==> src/rtl/core/llti_pkg.sv <==
package llti_pkg;

   // Field widths of the item payloads.
   localparam int ABS_W     = 20;
   localparam int LOG_W     = 22;
   localparam int VAL_W     = 32;
   localparam int IDX_W     = 6;
   localparam int CFG_W     = 7;
   localparam int FRAC_BITS = 17;
   localparam int INT_BITS  = LOG_W - FRAC_BITS;

   // Interpolation datapath widths.
   localparam int DEN_W = ABS_W + 1;
   localparam int DL_W  = LOG_W + 1;
   localparam int NUM_W = DEN_W + DL_W;
   localparam int QUO_W = NUM_W + 1;

   typedef logic [ABS_W-1:0] abscissa_type;
   typedef logic [LOG_W-1:0] log_type;
   typedef logic [VAL_W-1:0] value_type;
   typedef logic [1:0]       status_type;

   // Result status codes.
   localparam status_type STATUS_INTERP = 2'd0;
   localparam status_type STATUS_EXACT  = 2'd1;
   localparam status_type STATUS_RANGE  = 2'd2;

   // Request kinds.
   localparam logic REQ_LOAD  = 1'b0;
   localparam logic REQ_QUERY = 1'b1;

   localparam log_type LOG_MAX = {LOG_W{1'b1}};

   // One stored table entry.
   typedef struct packed {
      abscissa_type x;
      log_type      lg;
   } entry_type;

   typedef logic [FRAC_BITS-1:0][VAL_W-1:0] coef_table_type;

   // Integer square root, used only to build the constant table below.
   function automatic logic [63:0] isqrt64(input logic [63:0] n);
      logic [63:0] rem;
      logic [63:0] root;
      logic [63:0] probe;
      rem   = n;
      root  = '0;
      probe = 64'h4000_0000_0000_0000;
      for (int k = 0; k < 32; k++) begin
         if (rem >= root + probe) begin
            rem  = rem - (root + probe);
            root = (root >> 1) + probe;
         end else begin
            root = root >> 1;
         end
         probe = probe >> 2;
      end
      return root;
   endfunction

   // Entry i holds 2^(2^-(i+1)) in Q1.31, each one the square root of the one before.
   function automatic coef_table_type make_coef_table();
      coef_table_type t;
      logic [63:0]    c;
      c = 64'h1_0000_0000;
      for (int i = 0; i < FRAC_BITS; i++) begin
         c    = isqrt64(c << 31);
         t[i] = c[VAL_W-1:0];
      end
      return t;
   endfunction

   localparam coef_table_type EXP_COEF = make_coef_table();

endpackage

==> src/rtl/core/llti_log2.sv <==
module llti_log2 (
   input  logic                clock,
   input  logic                reset,
   input  logic                start,
   input  llti_pkg::value_type raw,
   output logic                done,
   output llti_pkg::log_type   log_out
);

   localparam logic [1:0] PH_IDLE   = 2'd0;
   localparam logic [1:0] PH_NORM   = 2'd1;
   localparam logic [1:0] PH_SQUARE = 2'd2;

   logic [1:0]                         phase_ff, phase_in;
   logic [31:0]                        mant_ff, mant_in;
   logic [llti_pkg::INT_BITS-1:0]      msb_ff, msb_in;
   logic [llti_pkg::FRAC_BITS-1:0]     frac_ff, frac_in;
   logic [4:0]                         step_ff, step_in;
   logic                               done_ff, done_in;
   logic [63:0]                        square;
   logic [32:0]                        sq_top;

   // One squaring of the Q1.31 mantissa per cycle.
   assign square = mant_ff * mant_ff;
   assign sq_top = square[63:31];

   // Normalize one bit a cycle, then produce one fraction bit a cycle.
   always_comb begin
      phase_in = phase_ff;
      mant_in  = mant_ff;
      msb_in   = msb_ff;
      frac_in  = frac_ff;
      step_in  = step_ff;
      done_in  = 1'b0;
      case (phase_ff)
         PH_IDLE: begin
            if (start) begin
               mant_in  = (raw == '0) ? 32'd1 : raw;
               msb_in   = '1;
               phase_in = PH_NORM;
            end
         end
         PH_NORM: begin
            if (mant_ff[31]) begin
               step_in  = '0;
               phase_in = PH_SQUARE;
            end else begin
               mant_in = mant_ff << 1;
               msb_in  = msb_ff - 1'b1;
            end
         end
         PH_SQUARE: begin
            frac_in = {frac_ff[llti_pkg::FRAC_BITS-2:0], sq_top[32]};
            mant_in = sq_top[32] ? sq_top[32:1] : sq_top[31:0];
            step_in = step_ff + 1'b1;
            if (step_ff == 5'(llti_pkg::FRAC_BITS - 1)) begin
               done_in  = 1'b1;
               phase_in = PH_IDLE;
            end
         end
         default: phase_in = PH_IDLE;
      endcase
   end

   always_ff @(posedge clock) begin
      if (reset) begin
         phase_ff <= PH_IDLE;
         done_ff  <= 1'b0;
      end else begin
         phase_ff <= phase_in;
         done_ff  <= done_in;
      end
      mant_ff <= mant_in;
      msb_ff  <= msb_in;
      frac_ff <= frac_in;
      step_ff <= step_in;
   end

   assign done    = done_ff;
   assign log_out = {msb_ff, frac_ff};

endmodule

==> config.mk <==
export PLATFORM = sky130hd
export DESIGN_NAME = llti_log2
export DESIGN_NICKNAME = d
export VERILOG_FILES = /design/src/rtl/core/llti_pkg.sv /design/src/rtl/core/llti_log2.sv
export SDC_FILE = /design/constraint.sdc
export NUM_CORES = 2
export LEC_CHECK = 0
export BUFFER_PORTS_ARGS = -buffer_cell sky130_fd_sc_hd__buf_4
export CAP_MARGIN = 20
export CORE_ASPECT_RATIO = 1.2
export CORE_MARGIN = 2
export CORE_UTILIZATION = 51
export CTS_CLUSTER_SIZE = 10
export DETAILED_ROUTE_END_ITERATION = 10
export PLACE_DENSITY = 0.67
export SLEW_MARGIN = 20
export SYNTH_ARGS = -nofsm -noshare
export SYNTH_HDL_FRONTEND = slang
export SYNTH_SLANG_ARGS = --single-unit
==> constraint.sdc <==
create_clock -name clock -period 9.94 [get_ports clock]
set_clock_uncertainty 0.1 [all_clocks]
set_input_delay 0.994 -clock clock [delete_from_list [all_inputs] [get_ports clock]]
set_output_delay 0.994 -clock clock [all_outputs]
set_load 0.01 [all_outputs]
# Word level (Yosys, flattened, before mapping)
# Index checks and enable logic that the tools add are counted.
# op_classes
addsub	2
n_mul	1
eq_ne	7
n_mux	15
n_bitwise	1
reduce_logical	11
# ops
op	count
two-way mux 32 bit	4
case mux 32 bit (3 select lines)	1
multiplier 32 x 32 -> 64 bit	1
logical NOT 32 bit	1
case mux 5 bit (2 select lines)	2
two-way mux 5 bit	3
AND reduction 3 bit	3
!= test 2 bit (second input constant)	4
two-way mux 2 bit	3
case mux 2 bit (3 select lines)	1
adder 5 x 1 -> 5 bit (second input constant)	1
equality test 5 bit (second input constant)	1
subtractor 5 x 1 -> 5 bit (second input constant)	1
AND reduction 2 bit	2
nonzero test 2 bit	2
nonzero test 3 bit	1
equality test 2 x 1 -> 1 bit (second input constant)	1
equality test 2 bit (second input constant)	1
logical NOT 2 bit	1
OR reduction 2 bit	1
two-way mux 1 bit	1
inverter 1 bit	1
# word_totals
reg_bits	62
in_bits	35
output_inout_bits	23
wordCells	44

# Logic depth before layout (Yosys ltp)
# depth
ltp_word	4
mapped_depth	32
mapped_depth_nobuf	27

# Least setup slack after synthesis
# Ideal clock, no wire load.
# synth_timing
path_kind	reg2reg
startpoint	register mant_ff[8]
endpoint	register mant_ff[0], data pin
setup_time_ns	0.268
t_arrival_ns	7.471
required_time_ns	9.572
path_slack_ns	2.101
stages_incl_launch_ff	31
n_path_buf	5
period_less_slack_ns	7.839
cell_sequence	edfxtp_1 -> clkbuf_1 -> clkbuf_1 -> nand2_1 -> fa_1 -> fa_1 -> inv_1 -> fa_1 -> inv_1 -> fa_1 -> inv_1 -> fa_1 -> fa_1 -> fa_1 -> inv_1 -> fa_1 -> inv_1 -> ha_1 -> buf_4 -> nand4_1 -> or3_1 -> nor2_2 -> nand3_1 -> a31oi_2 -> nor2_2 -> o31a_1 -> nand2_2 -> buf_6 -> buf_8 -> mux2i_1 -> o22ai_1
# synth_between
elab_chain_cells	3
# synth_lines
item	line_no	source
from (decl)	llti_log2.sv:15	logic [31:0] mant_ff, mant_in;
from (signal assigned)	llti_log2.sv:73	mant_ff <= mant_in;
multiplier 32 x 32 -> 64 bit	llti_log2.sv:24	assign square = mant_ff * mant_ff;
via square[63]	llti_log2.sv:20	logic [63:0] square;
two-way mux 32 bit	llti_log2.sv:54	mant_in = sq_top[32] ? sq_top[32:1] : sq_top[31:0];
case mux 32 bit (3 select lines)	llti_log2.sv:35	case (phase_ff)
via mant_in[0]	llti_log2.sv:15	
# The timed path passes the listed nets, and every way through them passes these cells.
# A chain may end at the register's enable or synchronous reset.

# Worst setup path in the final report
# layout_timing
startpoint	register mant_ff[17]
endpoint	register mant_ff[1], data pin
# layout_between
elab_chain_cells	3
# layout_lines
item	line_no
multiplier 32 x 32 -> 64 bit	llti_log2.sv:24
two-way mux 32 bit	llti_log2.sv:54
case mux 32 bit (3 select lines)	llti_log2.sv:35
via mant_in[1]	llti_log2.sv:15
# The timed path passes the listed nets, and every way through them passes these cells.

==> qor.csv <==
metric;value;unit
wirelength;86.8;mm
arrival;9.33;ns
drv_cap;0;
rsz0062_at_grt;false;
postCtsHoldBufs;0;
synthCells;3412;
cts_root_buf;clkbuf_16;
min_period;9.40;ns
finalHoldViolations;0;
synth-seq-cells;62;
synth.distinct_cells;69;
hp-class;reg -> reg;
ys_seq_area_frac;0.0568;
multi_input_area;26100;µm²
dieArea;65200;µm²
endpoint_kind;flop;
synthArstFlopShare;0;
hpwl;73.0;mm
cts_max_path_buffers;2;
crit_end;mant_ff[1];
via_per_inst;5.39;
maxSlewViolCount;0;
reg2reg_to;mant_ff[1];
final_util;0.545;
syn_area;32200;µm²
cp_num_cells;26;
synth_edf_count;59;
crit_top_cell;fa_1;
htree_levels;3;
n_antenna_cell;0;
path_clk_slew;0.06;ns
reg2reg_slack;0.54;ns
max_freq;106;MHz
syn_area_per_cell;9.45;µm²
die_height;279;µm
critPathMaxStageDelay;1.00;ns
vias;22800;
holdWs;0.353;ns
r2r-start;mant_ff[17];
post_drt_wl_per_cell;20.5;µm
rows;100;
grt_usage;0.281;
dr.pass1.iters;6;
synthFlopType;edfxtp_1;
critPathSlowestCell;edfxtp_1;
finalCritPeriodShare;0.946;
antenna_found_initial;1;
drive_gt1_frac;0.0492;
design_area;34000;µm²
critPathTopFamily;adder cells;
seqCellArea;1830;µm²
n_fill_cell;5677;
overflow;0;
critical_path.max_fanout;20;
ctsResizeCount;0;
numCtsBuffers;9;
worstHoldStart;frac_ff[14];
crit_required;9.87;ns
synth_warnings;0;
drcViolationCount;0;
clock_latency;0.33;ns
synth_nets;4543;
nets;4538;
dpl_cell_area;33700;µm²
setup_tns;0;ns
postRouteAntennaNets;0;
grt_pass1_vias;25500;
relSlewSlack;0.192;
numPortBuffers;57;
status;finished clean;
drt_iter0_drc;1429;
ioPinCount;58;
setup_viol_count_final;0;
grt_max_degree;32;
grt_first_pass_wirelength;139;mm
start_util;0.517;
ff2ff_path_depth;26;
core;62300;µm²
area_growth_syn_to_layout;5.44;%
cts.sinks;62;
critPathLaunchType;flop;
path_buf_inv;5;
crit_start;mant_ff[17];
cts_setup_buffers;0;
critPathKind;reg -> reg;
die_w;233;µm
gp_congestion;0.937;
cts_tree;done;
tightest_slew;1.21;ns
[worst reg2reg max path, delay by kind of cell (launching register included)]
kind | cells | cell delay [ns]
buffers and inverters | 5 | 0.86
adder cells (fa/ha/maj) | 9 | 4.18
XOR/XNOR | 1 | 0.20
flip-flops | 1 | 1.00
multiplexers | 1 | 0.21
AO/OA/AOI/OAI | 3 | 0.84
AND/OR/NAND/NOR | 7 | 1.70
[layout by cell type (no fill, tap or decap), types with 6 or more instances in the layout]
master / count
edfxtp_1: 59
buf_4: 118
a221oi_1: 6
xnor2_1: 46
and3_1: 10
nand3_1: 19
and2_1: 225
fa_1: 791
nor2_1: 75
nand4_1: 26
o21bai_1: 17
inv_1: 991
xor2_1: 37
nor3_1: 18
nor2b_1: 11
a21oi_1: 75
a22oi_1: 24
clkbuf_16: 9
a31oi_1: 13
ha_1: 305
o21ai_1: 11
mux2i_1: 24
a31o_2: 12
o21ai_0: 42
o211ai_1: 10
nand2_1: 308
or2_2: 6
nor4_1: 11
a21o_1: 26
[kinds of logic (layout without fill, tap and decap cells)]
family | after synthesis | count (layout) | share of synthesized area
simple gates | 727 | 727 | 0.111
mux | 27 | 27 | 0.00850
xor+xnor | 83 | 83 | 0.0226
flops | 62 | 62 | 0.0568
fa+ha+maj | 1096 | 1096 | 0.610
buf+inv | 1129 | 1129 | 0.133
compound gates | 288 | 288 | 0.0591
[sequential cells by signal, indices dropped and copies added, names as in the netlist]
signal    cells
step_ff       5
frac_ff      17
msb_ff        5
done          1
mant_ff      32
phase_ff      2
[area by class of cell]
type                            count  share of cell area
Multi-Input combinational cell   2221               0.769
Clock buffer                        9             0.00663
Tap cell                          816              0.0300
Sequential cell                    62              0.0539
Timing Repair Buffer              121              0.0285
Inverter                          992               0.110
Clock inverter                      7             0.00232
[worst min-delay path by stage]
stage / endpoint / depth (start not counted)
after global routing: frac_ff[15] / 0
after global placement: frac_ff[15] / 0
final: frac_ff[15] / 0
after CTS: frac_ff[15] / 0
after detailed placement: frac_ff[15] / 0
after floorplan: frac_ff[10] / 0
[synthesized netlist by cell type, types with 4 or more instances]
cell      count  area (µm²)
o21a_1        4        30.0
a21boi_0      5        37.5
o221ai_1      4        35.0
a221o_1       4        40.0
buf_4         4        30.0
ha_1        305        3820
a22oi_1      24         180
a21o_1       26         195
xnor2_1      46         403
nor2_1       75         282
nand3_1      19        95.1
o21ai_0      42         210
edfxtp_1     59        1770
and2_1      225        1410
nand4_1      26         163
clkbuf_1    127         477
xor2_1       37         324
nand2_1     308        1160
mux2i_1      24         240
or2_2         6        37.5
nor2b_1      11        68.8
nor3_1       18        90.1
o21bai_1     17         128
a31o_2       12         105
a211oi_1      5        37.5
fa_1        791       15800
inv_1       991        3720
o211ai_1     10        75.1
a21oi_1      75         375
nor4_1       11        68.8
a221oi_1      6        52.6
and3_1       10        62.6
a31oi_1      13        81.3
o21ai_1      11        55.1
[metrics by stage]
stage / std cells / worst slack (ns)
final: 4228 / 0.538
after global routing: 4228 / 0.159
after detailed placement: 4211 / 0.651
after global placement: 4209 / 0.543
after CTS: 4227 / 0.642
after floorplan: 3412 / 2.10
[layer usage]
metal | vias up | share of wire | GRT usage
li1 | 10100 | - | -
met1 | 11700 | 0.36 | 0.322
met2 | 724 | 0.53 | 0.517
met3 | 259 | 0.050 | 0.0289
met4 | 0 | 0.062 | 0.141
met5 | - | 0 | 0
Power is not shown: default switching activity piles up to over one toggle a cycle in this logic, so the estimate is an artifact.
