### src/rtl/core/llti_pkg.sv
package llti_pkg;

   // Field widths of the item payloads.
   localparam int ABS_W     = 20;
   localparam int LOG_W     = 22;
   localparam int VAL_W     = 32;
   localparam int IDX_W     = 6;
   localparam int CFG_W     = 7;
   localparam int FRAC_BITS = 17;
   localparam int INT_BITS  = LOG_W - FRAC_BITS;

   // Interpolation datapath widths.
   localparam int DEN_W = ABS_W + 1;
   localparam int DL_W  = LOG_W + 1;
   localparam int NUM_W = DEN_W + DL_W;
   localparam int QUO_W = NUM_W + 1;

   typedef logic [ABS_W-1:0] abscissa_type;
   typedef logic [LOG_W-1:0] log_type;
   typedef logic [VAL_W-1:0] value_type;
   typedef logic [1:0]       status_type;

   // Result status codes.
   localparam status_type STATUS_INTERP = 2'd0;
   localparam status_type STATUS_EXACT  = 2'd1;
   localparam status_type STATUS_RANGE  = 2'd2;

   // Request kinds.
   localparam logic REQ_LOAD  = 1'b0;
   localparam logic REQ_QUERY = 1'b1;

   localparam log_type LOG_MAX = {LOG_W{1'b1}};

   // One stored table entry.
   typedef struct packed {
      abscissa_type x;
      log_type      lg;
   } entry_type;

   typedef logic [FRAC_BITS-1:0][VAL_W-1:0] coef_table_type;

   // Integer square root, used only to build the constant table below.
   function automatic logic [63:0] isqrt64(input logic [63:0] n);
      logic [63:0] rem;
      logic [63:0] root;
      logic [63:0] probe;
      rem   = n;
      root  = '0;
      probe = 64'h4000_0000_0000_0000;
      for (int k = 0; k < 32; k++) begin
         if (rem >= root + probe) begin
            rem  = rem - (root + probe);
            root = (root >> 1) + probe;
         end else begin
            root = root >> 1;
         end
         probe = probe >> 2;
      end
      return root;
   endfunction

   // Entry i holds 2^(2^-(i+1)) in Q1.31, each one the square root of the one before.
   function automatic coef_table_type make_coef_table();
      coef_table_type t;
      logic [63:0]    c;
      c = 64'h1_0000_0000;
      for (int i = 0; i < FRAC_BITS; i++) begin
         c    = isqrt64(c << 31);
         t[i] = c[VAL_W-1:0];
      end
      return t;
   endfunction

   localparam coef_table_type EXP_COEF = make_coef_table();

endpackage

### src/rtl/core/llti_exp2.sv
module llti_exp2 (
   input  logic                clock,
   input  logic                reset,
   input  logic                start,
   input  llti_pkg::log_type   log_in,
   output logic                done,
   output llti_pkg::value_type value
);

   localparam logic [1:0] PH_IDLE  = 2'd0;
   localparam logic [1:0] PH_MUL   = 2'd1;
   localparam logic [1:0] PH_SHIFT = 2'd2;

   logic [1:0]                         phase_ff, phase_in;
   logic [31:0]                        mant_ff, mant_in;
   logic [llti_pkg::FRAC_BITS-1:0]     frac_ff, frac_in;
   logic [llti_pkg::INT_BITS-1:0]      k_ff, k_in;
   logic [4:0]                         step_ff, step_in;
   llti_pkg::value_type                value_ff, value_in;
   logic                               done_ff, done_in;
   logic [63:0]                        prod;

   // One table coefficient is applied per cycle.
   assign prod = mant_ff * llti_pkg::EXP_COEF[step_ff];

   // Walk the fraction bits from the top, then scale by the integer part.
   always_comb begin
      phase_in = phase_ff;
      mant_in  = mant_ff;
      frac_in  = frac_ff;
      k_in     = k_ff;
      step_in  = step_ff;
      value_in = value_ff;
      done_in  = 1'b0;
      case (phase_ff)
         PH_IDLE: begin
            if (start) begin
               mant_in  = 32'h8000_0000;
               frac_in  = log_in[llti_pkg::FRAC_BITS-1:0];
               k_in     = log_in[llti_pkg::LOG_W-1:llti_pkg::FRAC_BITS];
               step_in  = '0;
               phase_in = PH_MUL;
            end
         end
         PH_MUL: begin
            if (frac_ff[llti_pkg::FRAC_BITS-1]) begin
               mant_in = prod[62:31];
            end
            frac_in = frac_ff << 1;
            step_in = step_ff + 1'b1;
            if (step_ff == 5'(llti_pkg::FRAC_BITS - 1)) begin
               phase_in = PH_SHIFT;
            end
         end
         PH_SHIFT: begin
            value_in = mant_ff >> (5'd31 - k_ff);
            done_in  = 1'b1;
            phase_in = PH_IDLE;
         end
         default: phase_in = PH_IDLE;
      endcase
   end

   always_ff @(posedge clock) begin
      if (reset) begin
         phase_ff <= PH_IDLE;
         done_ff  <= 1'b0;
      end else begin
         phase_ff <= phase_in;
         done_ff  <= done_in;
      end
      mant_ff  <= mant_in;
      frac_ff  <= frac_in;
      k_ff     <= k_in;
      step_ff  <= step_in;
      value_ff <= value_in;
   end

   assign done  = done_ff;
   assign value = value_ff;

endmodule

### config.mk
export PLATFORM = sky130hd
export DESIGN_NAME = llti_exp2
export DESIGN_NICKNAME = d
export VERILOG_FILES = /design/src/rtl/core/llti_pkg.sv /design/src/rtl/core/llti_exp2.sv
export SDC_FILE = /design/constraint.sdc
export NUM_CORES = 2
export LEC_CHECK = 0
export ABC_AREA = 1
export BUFFER_PORTS_ARGS = -buffer_cell sky130_fd_sc_hd__buf_2
export CORE_ASPECT_RATIO = 1.4
export CORE_MARGIN = 1.5
export CORE_UTILIZATION = 54
export CTS_CLUSTER_SIZE = 28
export DETAILED_ROUTE_END_ITERATION = 7
export PLACE_DENSITY = 0.68
export SYNTH_ARGS = -nofsm -noshare
export SYNTH_HDL_FRONTEND = slang
export SYNTH_SLANG_ARGS = --single-unit
### constraint.sdc
create_clock -name clock -period 7.5 [get_ports clock]
set_clock_uncertainty 0.1 [all_clocks]
set_input_delay 0.375 -clock clock [delete_from_list [all_inputs] [get_ports clock]]
set_output_delay 0.375 -clock clock [all_outputs]
set_load 0.01 [all_outputs]
Word-level counts from Yosys, hierarchy flattened. Memory sizes are Yosys's and may differ from the RTL's. A register that Yosys moved wholly into a read port is not among the register bits. Cells that the tools add are included.

Flip-flop bits (word level): 94. Bits in read-only memories: 1024. Input port bits: 25. Logic and storage cells: 38. Memories: 1.

Memory list: (name not given) (depth 32, width 32, rd ports 1, clocked after memory_dff 1, write ports 0, line llti_exp2.sv:24) `assign prod = mant_ff * llti_pkg::EXP_COEF[step_ff];`.

Add/subtract/negate cells: 2. $mul: 1. Magnitude comparators: 1. Equal/unequal tests: 6. Shifts and indexed selects: 1. Multiplexer cells: 13. Reductions and logical operators: 6.

Operators with widths (number): 2-to-1 mux 32 bit (3); one-hot mux 32 bit (2 select lines) (1); multiplier 32 x 32 -> 63 bit (1); one-hot mux 17 bit (2 select lines) (1); >> shifter 32 x 5 -> 32 bit (1); 2-to-1 mux 17 bit (1); 2-to-1 mux 5 bit (2); one-hot mux 5 bit (2 select lines) (1); < comparator 5 x 6 -> 1 bit, second input constant (1); inequality test 2 bit, second input constant (3); AND reduction 2 bit (3); adder 5 x 1 -> 5 bit, second input constant (1); equality test 5 bit, second input constant (1); subtractor 5 bit, first input constant (1); 2-to-1 mux 2 bit (2); one-hot mux 2 bit (2 select lines) (1); AND reduction 3 bit (1); equality test 2 x 1 -> 1 bit, second input constant (1); equality test 2 bit, second input constant (1); logical NOT 2 bit (1); nonzero test 2 bit (1); 2-to-1 mux 1 bit (1).

Logic depth before layout (Yosys ltp).
Word-level depth: 5. Gate-level depth with buffers: 33. Mapped depth without buffers: 32.

Least setup slack after synthesis. No wires, ideal clock.

Path type: register to register. From: register mant_ff[31]. To: register mant_ff[29], data pin. Setup time: 255 ps. Arrival: 6288 ps. Data required time: 7145 ps. Path slack: 858 ps. Cell stages (with the launch flop): 27. Path through: edfxtp_1 -> clkbuf_1 -> clkbuf_1 -> nand2_1 -> fa_1 -> inv_1 -> fa_1 -> fa_1 -> inv_1 -> fa_1 -> inv_1 -> fa_1 -> fa_1 -> fa_1 -> inv_1 -> fa_1 -> inv_1 -> ha_1 -> nand2_1 -> nor2_1 -> inv_1 -> nor2_1 -> inv_1 -> nor4_1 -> nand2_1 -> a21oi_1 -> nor2_1.

Cells in the longest elaborated chain, start to end: 3.

Ends and longest elaborated chain: start: declaration (line llti_exp2.sv:15) `logic [31:0] mant_ff, mant_in;`; start signal: assignment (line llti_exp2.sv:72) `mant_ff <= mant_in;`; multiplier 32 x 32 -> 63 bit (line llti_exp2.sv:24); 2-to-1 mux 32 bit (line llti_exp2.sv:46) `if (frac_ff[llti_pkg::FRAC_BITS-1]) begin`; one-hot mux 32 bit (2 select lines) (line llti_exp2.sv:35) `case (phase_ff)`.

No other way between the ends. The select of a mux whose other input is x is not followed. A chain may end at the register's enable or synchronous reset.

Worst setup path in the final report.
From: register mant_ff[19]. To: register mant_ff[14], data pin.

Same word-level chain as after synthesis.

==> reports/qor.log <==
qor: detailed_routing.dr_wl_met2 61800 microns
qor: clock_network.ctsLongestPathBuffers 2
qor: place.area_of_placed_instances 42900 sq um
qor: detailed_routing.drt_drc_violations_left 0
qor: yosys.synth_top_cells_by_area fa_1 43%, inv_1 15%, nand2_1 14%, ha_1 9.1%, edfxtp_1 6.8%
qor: detailed_routing.post_drt_via_cell_ratio 5.21
qor: die.die_area 76300 sq um
qor: setup_path.critPathLaunchType flip-flop
qor: hold_path.worstHoldPathType primary input to flip-flop
qor: sta.setup_violations 0
qor: detailed_routing.final_antenna_net_count 0
qor: sta.period_share 97.2%
qor: setup_path.maximum_single_stage_delay_on_the_critical_path 0.58 ns
qor: detailed_routing.routed.top_layer met4
qor: yosys.synthesis.nets 6461
qor: grt.grt_pass1_wl 189000 microns
qor: yosys.synthesis.yosys.warnings 0
qor: grt.grt-ovfl-total 0
qor: clock_network.cts_tree done
qor: yosys.synth_enable_flop_cells 91
qor: yosys.async_flop_share 0%
qor: clock_network.clock_insertion_delay_worst_skew 0.46 ns
qor: sta.final_period_minus_worst_setup_slack 7.29 ns
qor: grt.grt_antenna_before_repair 2
qor: yosys.synthDominantCellAreaShare 42.9%
qor: yosys.syn-cell-area 40300 sq um
qor: yosys.synthesis.instances 5281
qor: finish.num-nets-final 6525
qor: status.run_status completed
qor: die.core_footprint 74000 sq um
qor: detailed_routing.drt-total-wl 118000 microns
qor: detailed_routing.wl_per_cell 18.7 microns
qor: grt.grt_use_total 32.8%
qor: finish.fin_util 59.1%
qor: place.dp.final_hpwl 96500 microns
qor: sta.setup_total_negative_slack 0 ns
qor: sta.maxSlewHeadroom 24.7%
qor: setup_path.worstSetupPathType flip-flop to flip-flop
qor: clock_network.htree_num_levels 4
qor: setup_path.path_buf_inv 6
qor: yosys.synthesis.area_per_instance 7.63 sq um
qor: finish.synthToLayoutAreaGrowth 8.50%
qor: place.detailedPlace.worstSlack -0.0182 ns
qor: die.die_x 234 microns
qor: sta.max_clock_freq 0.137 GHz
qor: detailed_routing.drt_first_iter_violations 2220
qor: yosys.yosysUniqueCellTypes 56
qor: finish.antenna_cells 0
qor: yosys.synth-seq-cells 124
qor: sta.rsz0062_at_grt yes
qor: setup_path.crit_family adder cells
qor: yosys.yosysTopAreaCell fa_1
qor: clock_network.cts_root_buffer clkbuf_16
qor: setup_path.worstPathRequired 7.62 ns
qor: setup_path.setup.worst_path.end_class flip-flop
qor: sta.timing_worst_slew_pin_value 1.13 ns
qor: yosys.sequential_fraction_of_the_synthesis_area 8.42%
qor: detailed_routing.detailed_router_iteration_count_before_antenna_repair 6
qor: finish.final_area 43700 sq um
qor: die.initial_core_util 54.5%
qor: yosys.postSynth.topFlopCell edfxtp_1
qor: die.design.portCount 58
qor: detailed_routing.vias 32900
qor: sta.drv_slew 0
qor: flow_run.cap_viol_max_count 0
qor: setup_path.critical-path-top-cell-by-count fa_1
qor: clock_network.cts.reportedPaths.clkPinSlew 0.08 ns
qor: clock_network.tritoncts.num_buffers 17
qor: detailed_routing.met1_length 42400 microns
qor: die.dieHeight 326 microns
qor: sta.hold_viol_final 0
qor: place.buffer_ports.inserted 57
qor: grt.first_global_vias 35400
qor: finish.post_route_cells_drive_above_1_share 6.51%
qor: die.floorplan.rows 118
qor: clock_network.clock_sinks 124
qor: setup_path.worst-endpoint-arrival 7.40 ns
qor: detailed_routing.met3_length 6090 microns
qor: setup_path.cp_slowest_cell fa_1
qor: place.finalWeightedCongestion 0.983
qor: setup_path.largest_fanout_of_any_net_on_the_critical_path 18
qor: sta.postLayoutSetupSlackWorst 0.213 ns
qor: grt.grt_start_max_net_pins 51
## layout by cell type (no fill, tap or decap), types with 8 or more instances in the layout
master,count
nand4_1,9
nor3_1,24
buf_2,57
fa_1,863
o21bai_1,9
buf_12,45
nand3_1,80
ha_1,292
clkbuf_16,18
a21o_1,8
inv_1,1622
mux2i_1,12
buf_4,161
dfxtp_1,31
a21oi_1,111
nor2_1,219
o21ai_0,109
edfxtp_1,91
nor2_2,10
nand2_1,1472
a31oi_1,8
## cell families after synthesis
family / count (synthesis) / share of synthesized area [%]
AO/OA/AOI/OAI: 284 / 3.93
XOR/XNOR: 6 / 0.130
adder cells (fa/ha/maj): 1155 / 52.0
buffers and inverters: 1857 / 17.4
flip-flops: 124 / 8.42
multiplexers: 12 / 0.298
AND/OR/NAND/NOR: 1843 / 17.8
## stage by stage
| stage | cells | hold WS (ns) |
|---|---|---|
| after detailed placement | 6265 | 0.399 |
| after CTS | 6306 | 0.0674 |
| final | 6318 | 0.0800 |
| after global routing | 6318 | 0.0853 |
| after global placement | 6265 | 0.396 |
| after floorplan | 5281 | 0.344 |
## final timing paths
| path | from | depth (start not counted) | to | slack [ns] |
|---|---|---|---|---|
| worst max register to register | mant_ff[19] | 26 | mant_ff[14] | 0.21 |
| worst min register to register | frac_ff[8] | 2 | frac_ff[9] | 0.42 |
| worst max-delay path | mant_ff[19] | 26 | mant_ff[14] | 0.21 |
| worst min-delay path | log_in[8] | 3 | frac_ff[8] | 0.08 |
## routing by layer
| layer | GRT usage, % | vias up |
|---|---|---|
| met5 | 0 | - |
| met4 | 18.6 | 0 |
| met3 | 3.07 | 372 |
| met2 | 59.4 | 1109 |
| met1 | 37.5 | 16400 |
| li1 | - | 15000 |
## worst reg2reg max path: stages, from the launching register on
cell	delay, ns
edfxtp_1	0.50
buf_12	0.21
nand2_1	0.10
inv_1	0.06
fa_1	0.50
fa_1	0.56
inv_1	0.06
fa_1	0.51
fa_1	0.53
inv_1	0.06
fa_1	0.58
fa_1	0.45
fa_1	0.52
fa_1	0.45
ha_1	0.34
nand2_1	0.09
buf_4	0.14
nor2_1	0.22
inv_1	0.09
o21ai_0	0.46
a21oi_1	0.08
nand2_1	0.12
nand2_1	0.07
nand2_1	0.09
nand2_1	0.05
nand2_1	0.06
nor2_1	0.06
## cell usage after synthesis (9+ instances only)
cell type and n:
a21oi_1 112, clkbuf_1 206, dfxtp_1 33, edfxtp_1 91, fa_1 863, ha_1 292, inv_1 1622, mux2i_1 12
nand2_1 1473, nand3_1 81, nand4_1 9, nor2_1 226, nor3_1 26, o21ai_0 113, o21bai_1 9
## timing repair
item | in CTS | in global routing
resized for setup | 0 | 18
endpoints found under the setup margin | 1 | 30
hold endpoints to repair | 6 | 0
gates cloned | 0 | 0
buffers inserted | 3 | 12
hold buffers | 6 | 0
## area by class of cell
class | instances | area, sq um
sequential | 124 | 3400
inverter | 1631 | 6130
clock buffer | 19 | 464
clock inverter | 13 | 125
timing repair buffer | 271 | 2480
tap | 960 | 1200
multi-input combinational | 3300 | 29900
fill | 6775 | 30300
Power is left out: the tool's default activity adds up to more than one toggle a clock period on the data nets, which glitch-free logic cannot reach.
