$ cat src/rtl/core/llti_pkg.sv
package llti_pkg;

   // Field widths of the item payloads.
   localparam int ABS_W     = 20;
   localparam int LOG_W     = 22;
   localparam int VAL_W     = 32;
   localparam int IDX_W     = 6;
   localparam int CFG_W     = 7;
   localparam int FRAC_BITS = 17;
   localparam int INT_BITS  = LOG_W - FRAC_BITS;

   // Interpolation datapath widths.
   localparam int DEN_W = ABS_W + 1;
   localparam int DL_W  = LOG_W + 1;
   localparam int NUM_W = DEN_W + DL_W;
   localparam int QUO_W = NUM_W + 1;

   typedef logic [ABS_W-1:0] abscissa_type;
   typedef logic [LOG_W-1:0] log_type;
   typedef logic [VAL_W-1:0] value_type;
   typedef logic [1:0]       status_type;

   // Result status codes.
   localparam status_type STATUS_INTERP = 2'd0;
   localparam status_type STATUS_EXACT  = 2'd1;
   localparam status_type STATUS_RANGE  = 2'd2;

   // Request kinds.
   localparam logic REQ_LOAD  = 1'b0;
   localparam logic REQ_QUERY = 1'b1;

   localparam log_type LOG_MAX = {LOG_W{1'b1}};

   // One stored table entry.
   typedef struct packed {
      abscissa_type x;
      log_type      lg;
   } entry_type;

   typedef logic [FRAC_BITS-1:0][VAL_W-1:0] coef_table_type;

   // Integer square root, used only to build the constant table below.
   function automatic logic [63:0] isqrt64(input logic [63:0] n);
      logic [63:0] rem;
      logic [63:0] root;
      logic [63:0] probe;
      rem   = n;
      root  = '0;
      probe = 64'h4000_0000_0000_0000;
      for (int k = 0; k < 32; k++) begin
         if (rem >= root + probe) begin
            rem  = rem - (root + probe);
            root = (root >> 1) + probe;
         end else begin
            root = root >> 1;
         end
         probe = probe >> 2;
      end
      return root;
   endfunction

   // Entry i holds 2^(2^-(i+1)) in Q1.31, each one the square root of the one before.
   function automatic coef_table_type make_coef_table();
      coef_table_type t;
      logic [63:0]    c;
      c = 64'h1_0000_0000;
      for (int i = 0; i < FRAC_BITS; i++) begin
         c    = isqrt64(c << 31);
         t[i] = c[VAL_W-1:0];
      end
      return t;
   endfunction

   localparam coef_table_type EXP_COEF = make_coef_table();

endpackage

$ cat src/rtl/core/llti_div.sv
module llti_div (
   input  logic                                clock,
   input  logic                                reset,
   input  logic                                start,
   input  logic signed [llti_pkg::NUM_W-1:0]   num,
   input  logic signed [llti_pkg::DEN_W-1:0]   den,
   output logic                                done,
   output logic signed [llti_pkg::QUO_W-1:0]   quotient
);

   localparam int NW = llti_pkg::NUM_W;
   localparam int DW = llti_pkg::DEN_W;

   logic                          busy_ff, busy_in;
   logic [DW-1:0]                 rem_ff, rem_in;
   logic [NW-1:0]                 quo_ff, quo_in;
   logic [DW-1:0]                 dmag_ff, dmag_in;
   logic                          neg_ff, neg_in;
   logic [5:0]                    step_ff, step_in;
   logic                          done_ff, done_in;
   logic signed [llti_pkg::QUO_W-1:0] quotient_ff, quotient_in;
   logic [DW:0]                   trial;
   logic                          fits;
   logic [NW-1:0]                 quo_next;

   // Restoring division on magnitudes, one quotient bit per cycle.
   assign trial    = {rem_ff, quo_ff[NW-1]};
   assign fits     = trial >= {1'b0, dmag_ff};
   assign quo_next = {quo_ff[NW-2:0], fits};

   always_comb begin
      busy_in     = busy_ff;
      rem_in      = rem_ff;
      quo_in      = quo_ff;
      dmag_in     = dmag_ff;
      neg_in      = neg_ff;
      step_in     = step_ff;
      quotient_in = quotient_ff;
      done_in     = 1'b0;
      if (!busy_ff) begin
         if (start) begin
            quo_in  = num[NW-1] ? NW'(-num) : NW'(num);
            dmag_in = den[DW-1] ? DW'(-den) : DW'(den);
            neg_in  = num[NW-1] ^ den[DW-1];
            rem_in  = '0;
            step_in = '0;
            busy_in = 1'b1;
         end
      end else begin
         rem_in  = fits ? DW'(trial - {1'b0, dmag_ff}) : trial[DW-1:0];
         quo_in  = quo_next;
         step_in = step_ff + 1'b1;
         if (step_ff == 6'(NW - 1)) begin
            // Quotient is truncated toward zero.
            quotient_in = neg_ff ? -$signed({1'b0, quo_next}) : $signed({1'b0, quo_next});
            done_in     = 1'b1;
            busy_in     = 1'b0;
         end
      end
   end

   always_ff @(posedge clock) begin
      if (reset) begin
         busy_ff <= 1'b0;
         done_ff <= 1'b0;
      end else begin
         busy_ff <= busy_in;
         done_ff <= done_in;
      end
      rem_ff      <= rem_in;
      quo_ff      <= quo_in;
      dmag_ff     <= dmag_in;
      neg_ff      <= neg_in;
      step_ff     <= step_in;
      quotient_ff <= quotient_in;
   end

   assign done     = done_ff;
   assign quotient = quotient_ff;

endmodule

$ cat config.mk
export PLATFORM = sky130hd
export DESIGN_NAME = llti_div
export DESIGN_NICKNAME = d
export VERILOG_FILES = /design/src/rtl/core/llti_pkg.sv /design/src/rtl/core/llti_div.sv
export SDC_FILE = /design/constraint.sdc
export NUM_CORES = 1
export LEC_CHECK = 0
export BUFFER_PORTS_ARGS = -buffer_cell sky130_fd_sc_hd__clkbuf_2
export CAP_MARGIN = 20
export CORE_ASPECT_RATIO = 0.9
export CORE_UTILIZATION = 55
export CTS_BUF_LIST = sky130_fd_sc_hd__clkbuf_8
export DETAILED_ROUTE_END_ITERATION = 16
export GPL_TIMING_DRIVEN = 0
export PLACE_DENSITY_LB_ADDON = 0.12
export SLEW_MARGIN = 20
export SYNTH_ARGS = -nofsm -noshare
export SYNTH_HDL_FRONTEND = slang
export SYNTH_SLANG_ARGS = --single-unit
export TNS_END_PERCENT = 5
$ cat constraint.sdc
create_clock -name clock -period 6.08 [get_ports clock]
set_input_delay 0.912 -clock clock [delete_from_list [all_inputs] [get_ports clock]]
set_output_delay 0.912 -clock clock [all_outputs]
set_load 0.02 [all_outputs]
; After elaboration in Yosys (flattened, before gate mapping)
; Index checks and enable logic that the tools add are counted.
[word_totals]
reg_bits = 140
latch_bits = 0
memories = 0
romBits = 0
ramBits = 0
elab_cells = 37
out_inout_bits = 46
inputBits = 68
[op_classes]
n_mul = 0
n_addsub = 5
n_lt_le_gt_ge = 1
div_mod_pow = 0
n_bitwise = 2
muxes = 14
n_eq_ne = 1
n_reduce_logical = 4
shifts = 0
[op_table]
columns = op, n
row1 = 44-bit 2-to-1 mux, 4
row2 = 21-bit 2-to-1 mux, 3
row3 = 44-bit negation with 45-bit output, 1
row4 = 44-bit negation, 1
row5 = 22-bit by 21-bit greater-or-equal comparator with 1-bit output, 1
row6 = 21-bit negation, 1
row7 = 21-bit subtractor, 1
row8 = 20-bit 2-to-1 mux, 1
row9 = 6-bit 2-to-1 mux, 2
row10 = 6-bit by 1-bit adder with 6-bit output (second input constant), 1
row11 = 6-bit == test (second input constant), 1
row12 = 1-bit 2-to-1 mux, 4
row13 = 2-bit AND reduction, 2
row14 = 2-bit nonzero test, 1
row15 = 2-bit OR reduction, 1
row16 = 1-bit NOT, 1
row17 = 1-bit XOR, 1

; Logic depth before layout (Yosys ltp)
[depth]
word_depth = 4
mapped_depth = 21
depth_no_buf = 16

; Worst setup path after synthesis
; No wires, ideal clock.
[synth_path]
kind = reg2reg
from = register busy_ff
to = register quotient_ff, in the netlist quotient[0], enable pin
t_arrival_ns = 3.866
setup_time_ns = 0.505
setup_slack_ns = 1.709
synth_period_minus_slack_ns = 4.371
stages_incl_launch_ff = 4
cell_sequence = dfxtp_1 -> clkbuf_1 -> inv_2 -> nor3_1
[synth_between]
elab_chain_cells = 1
[synth_rtl]
columns = item, line
row1 = from (decl), llti_div.sv:14  ; logic busy_ff, busy_in;
row2 = from (signal assigned), llti_div.sv:67  ; busy_ff <= busy_in;
row3 = 2-bit AND reduction (no source line), --
row4 = to (signal assigned), llti_div.sv:75  ; quotient_ff <= quotient_in;
row5 = to (decl), llti_div.sv:21  ; logic signed [llti_pkg::QUO_W-1:0] quotient_ff, quotient_in;
; Every way passes these cells.
; A chain may end at the register's enable or synchronous reset.

; Worst setup path after layout
[layout_path]
from = register rem_ff[8]
to = register quotient_ff, in the netlist quotient[40], data pin
[layout_between]
elab_chain_cells = 3
[layout_rtl]
columns = item, line
row1 = from (decl), llti_div.sv:15  ; logic [DW-1:0] rem_ff, rem_in;
row2 = from (signal assigned), llti_div.sv:70  ; rem_ff <= rem_in;
row3 = 22-bit by 21-bit greater-or-equal comparator with 1-bit output, llti_div.sv:28  ; assign fits = trial >= {1'b0, dmag_ff};
row4 = 44-bit negation with 45-bit output, llti_div.sv:55  ; quotient_in = neg_ff ? -$signed({1'b0, quo_next}) : $signed({1'b0, quo_next});
row5 = 44-bit 2-to-1 mux, llti_div.sv:55
; Every way passes these cells.

==> metrics.csv <==
stage,metric,value,unit
route,dr.pass1.iters,6,
placed_design,dp_worst_setup_slack,0.5270,ns
clock_network,cts_tree,built,
clock_network,cts-htree-levels,4,
setup_path,critPathBufInv,7,
global_route,grt_util_met3,0.05199,
placed_design,dpl.hpwl,15790,microns
route,routedWlPerCell,17.76,microns
floorplan,coreArea,14980,sq um
route,antenna_left,0,
worst_hold_path,hold_class,flip-flop to flip-flop,
route,drt-total-wl,21160,microns
setup_path,worst_setup_path_end_kind,flip-flop,
clock_network,numCtsBuffers,17,
route,vias,7059,
setup_path,cp.required,6.27,ns
synthesis,ys_async_sr_fraction,0,
timing,finalHoldViolCount,0,
floorplan,die_y,120.5,microns
clock_network,clock-sinks,140,
route,drtIter0Drc,704,
synthesis,syn_area,8586,sq um
timing,worstMarginPinSlew,0.7582,ns
placed_design,io_buffers,112,
timing,fmax,179.9,MHz
cells_and_area,n_fill_cell,1207,
cells_and_area,nets,1074,
cells_and_area,diodes,0,
run,maxCapViolations,0,
pwr,vdd_drop_max,198.2,uV
timing,setup_viol,0,
timing,rsz0062_at_grt,no,
global_route,grt_overflow,0,
clock_network,cts_buffer_depth,2,
setup_path,crit_slowest_cell,clkbuf_1,
timing,fin_crit,5.557,ns
floorplan,die-area,16110,sq um
synthesis,ys_seq_elements,140,
placed_design,numPlacedInstances,1159,
setup_path,path_max_fanout,10,
synthesis,syn_nets,936,
synthesis,yosys-top-cells-count,"138 x edfxtp_1, 110 x nand2_1, 79 x o21ai_0, 72 x xnor2_1, 45 x xor2_1",
setup_path,crit_type,flip-flop to flip-flop,
global_route,antenna_found_initial,0,
synthesis,yosys-top-cells-area,"edfxtp_1 48%, xnor2_1 7.3%, nand2_1 4.8%, o21ai_0 4.6%, xor2_1 4.6%",
synthesis,yosysMostFrequentCell,edfxtp_1,
setup_path,critPathTopFamily,buffers and inverters,
global_route,grt_util_all_layers,0.2731,
synthesis,synth_flop_cell,edfxtp_1,
clock_network,clock_latency,0.45,ns
timing,setup_ws,0.5225,ns
timing,min_period_over_period,0.9141,
setup_path,path_common_cell,clkbuf_1,
placed_design,routabilityCongestion,0.9232,
synthesis,ys_seq_area_frac,0.4873,
cells_and_area,fin_cells,1191,
global_route,top_usage_layer,met1,
setup_path,cp.arrival,5.74,ns
global_route,use_met1,0.4146,
placed_design,postPlaceCellArea,9484,sq um
floorplan,rows,42,
synthesis,synthCells,842,
setup_path,slowest_delay,0.53,ns
global_route,grt_pass1_vias,6288,
cells_and_area,layout-drive-gt1-share,0.1823,
synthesis,ys_types,59,
floorplan,ioPinCount,114,
floorplan,initial_utilization,0.5733,
clock_network,root_buffer,clkbuf_8,
route,route.detailed.drc,0,
floorplan,die_w,133.7,microns
setup_path,worstPathCellList,ha_1 -> clkbuf_1 -> a21oi_1 -> o21ai_0 -> a21oi_2 -> a221oi_1 -> nand2b_1 -> clkbuf_1 -> inv_1 -> clkbuf_1 -> ha_1 -> nand2_1 -> or2_2 -> clkbuf_1 -> or2_2 -> clkbuf_1 -> or2_2 -> clkbuf_1 -> o31ai_1 -> xnor2_1,
cells_and_area,syn_to_final_growth,14.79,%
synthesis,yosys.area.top_type,edfxtp_1,
pwr,power_density,268.7,nW/um^2
route,viasPerCell,5.927,
global_route,grt_max_degree,58,
setup_path,crit_path_start_kind,flip-flop,
synthesis,syn_area_per_cell,10.20,sq um
cells_and_area,final_area,9856,sq um
clock_network,clk_pin_slew,0.08,ns
global_route,grt_pass1_wl,33240,microns
synthesis,yosysWarnings,0,
clock_network,cts_setup_buffers,0,
synthesis,synth_top_area_frac,0.4827,
pwr,p_leak,3.635,nW
timing,fin_skew,0.01246,ns
status,status,"finished, final reports clean",
timing,slew_violations,0,
synthesis,synth_edf_count,138,
global_route,grtUsageMet2,0.3996,
timing,timing.slew.headroom,0.4945,
## path summary, 6_finish.rpt
path,startpoint,end,slack (ns),cells past startpoint
min,step_ff[4]$_SDFFCE_PN0P_,done$_SDFF_PP0_,0.57,1
max reg2reg,rem_ff[8]$_SDFFCE_PN0P_,quotient[40]$_DFFE_PP_,0.52,20
max,rem_ff[8]$_SDFFCE_PN0P_,quotient[40]$_DFFE_PP_,0.52,20
min reg2reg,step_ff[4]$_SDFFCE_PN0P_,done$_SDFF_PP0_,0.57,1
## metrics by stage
step                  util  hold slack [ns]  setup TNS [ns]  power, W
global placement    0.6272           0.5392          -11.30  0.001923
CTS                 0.6578           0.5709               0  0.002637
global route        0.6581           0.6022               0  0.002778
detailed placement  0.6333           0.5473               0  0.001937
finish              0.6581           0.5686               0  0.002648
floorplan                -           0.4821               0  0.001738
## flip-flops by register name, summed over array words and instances, names as in the netlist
name	flops
step_ff	6
neg_ff	1
quotient	45
busy_ff	1
rem_ff	21
dmag_ff	21
quo_ff	44
done	1
## cells in the final DEF, fill, tap and decap left out, types with 5 or more instances in the layout
cell,instances
a21oi_1,27
inv_1,39
a211oi_1,5
or3_1,24
nor4_1,8
ha_1,25
clkbuf_2,112
o21ai_0,79
nor3_1,13
nand2b_1,5
nand3_1,12
o21a_1,5
clkbuf_1,43
clkinv_2,6
clkbuf_8,17
mux2_2,6
xnor2_1,72
edfxtp_1,138
xor2_1,45
nand2_1,110
o31ai_1,43
nor2_1,34
and3_1,5
o41ai_1,17
or4_1,8
nand4_1,8
or2_2,8
## cell type report
cell class	instances	area, sq um	share of cell area
Sequential cell	140	4184	0.4245
Clock buffer	17	234.0	0.02374
Tap cell	198	247.7	0.02514
Buffer	48	195.2	0.01980
Timing Repair Buffer	119	640.6	0.06500
Inverter	39	148.9	0.01511
Clock inverter	15	133.9	0.01358
Multi-Input combinational cell	615	4071	0.4131
## cell families (layout without fill, tap and decap cells)
group           after synthesis  count (layout)  share of synthesized area
compound gates              212             212                     0.1610
xor+xnor                    117             117                     0.1194
fa+ha+maj                    26              26                    0.03876
buf+inv                      87             238                    0.03978
flops                       140             140                     0.4873
mux                           8               8                    0.01078
simple gates                252             252                     0.1430
## per-layer routing
metal,part of all wire,wire length [microns],up-vias
li1,-,-,3383
met1,0.47,9950,3333
met2,0.44,9251,327
met3,0.082,1740,16
met4,0.010,215,0
met5,0,0,-
## power by group
part	internal, W	switching (W)
logic	0.000268	0.000411
registers	0.00118	0.0000708
clock network	0.000355	0.000359
total	0.00181	0.000841
## worst register-to-register path, cell delays in order, from the launching register on
cell      delay [ns]
edfxtp_1        0.40
ha_1            0.30
clkbuf_1        0.22
a21oi_1         0.18
o21ai_0         0.24
a21oi_2         0.39
a221oi_1        0.18
nand2b_1        0.17
clkbuf_1        0.22
inv_1           0.16
clkbuf_1        0.53
ha_1            0.28
nand2_1         0.06
or2_2           0.27
clkbuf_1        0.20
or2_2           0.34
clkbuf_1        0.20
or2_2           0.31
clkbuf_1        0.18
o31ai_1         0.33
xnor2_1         0.15
## timing repair
action,CTS,global route
resized for setup,0,1
hold buffers,0,0
endpoints found under the hold margin,0,0
setup endpoints to repair,0,1
(Power assumes the default switching activity.)
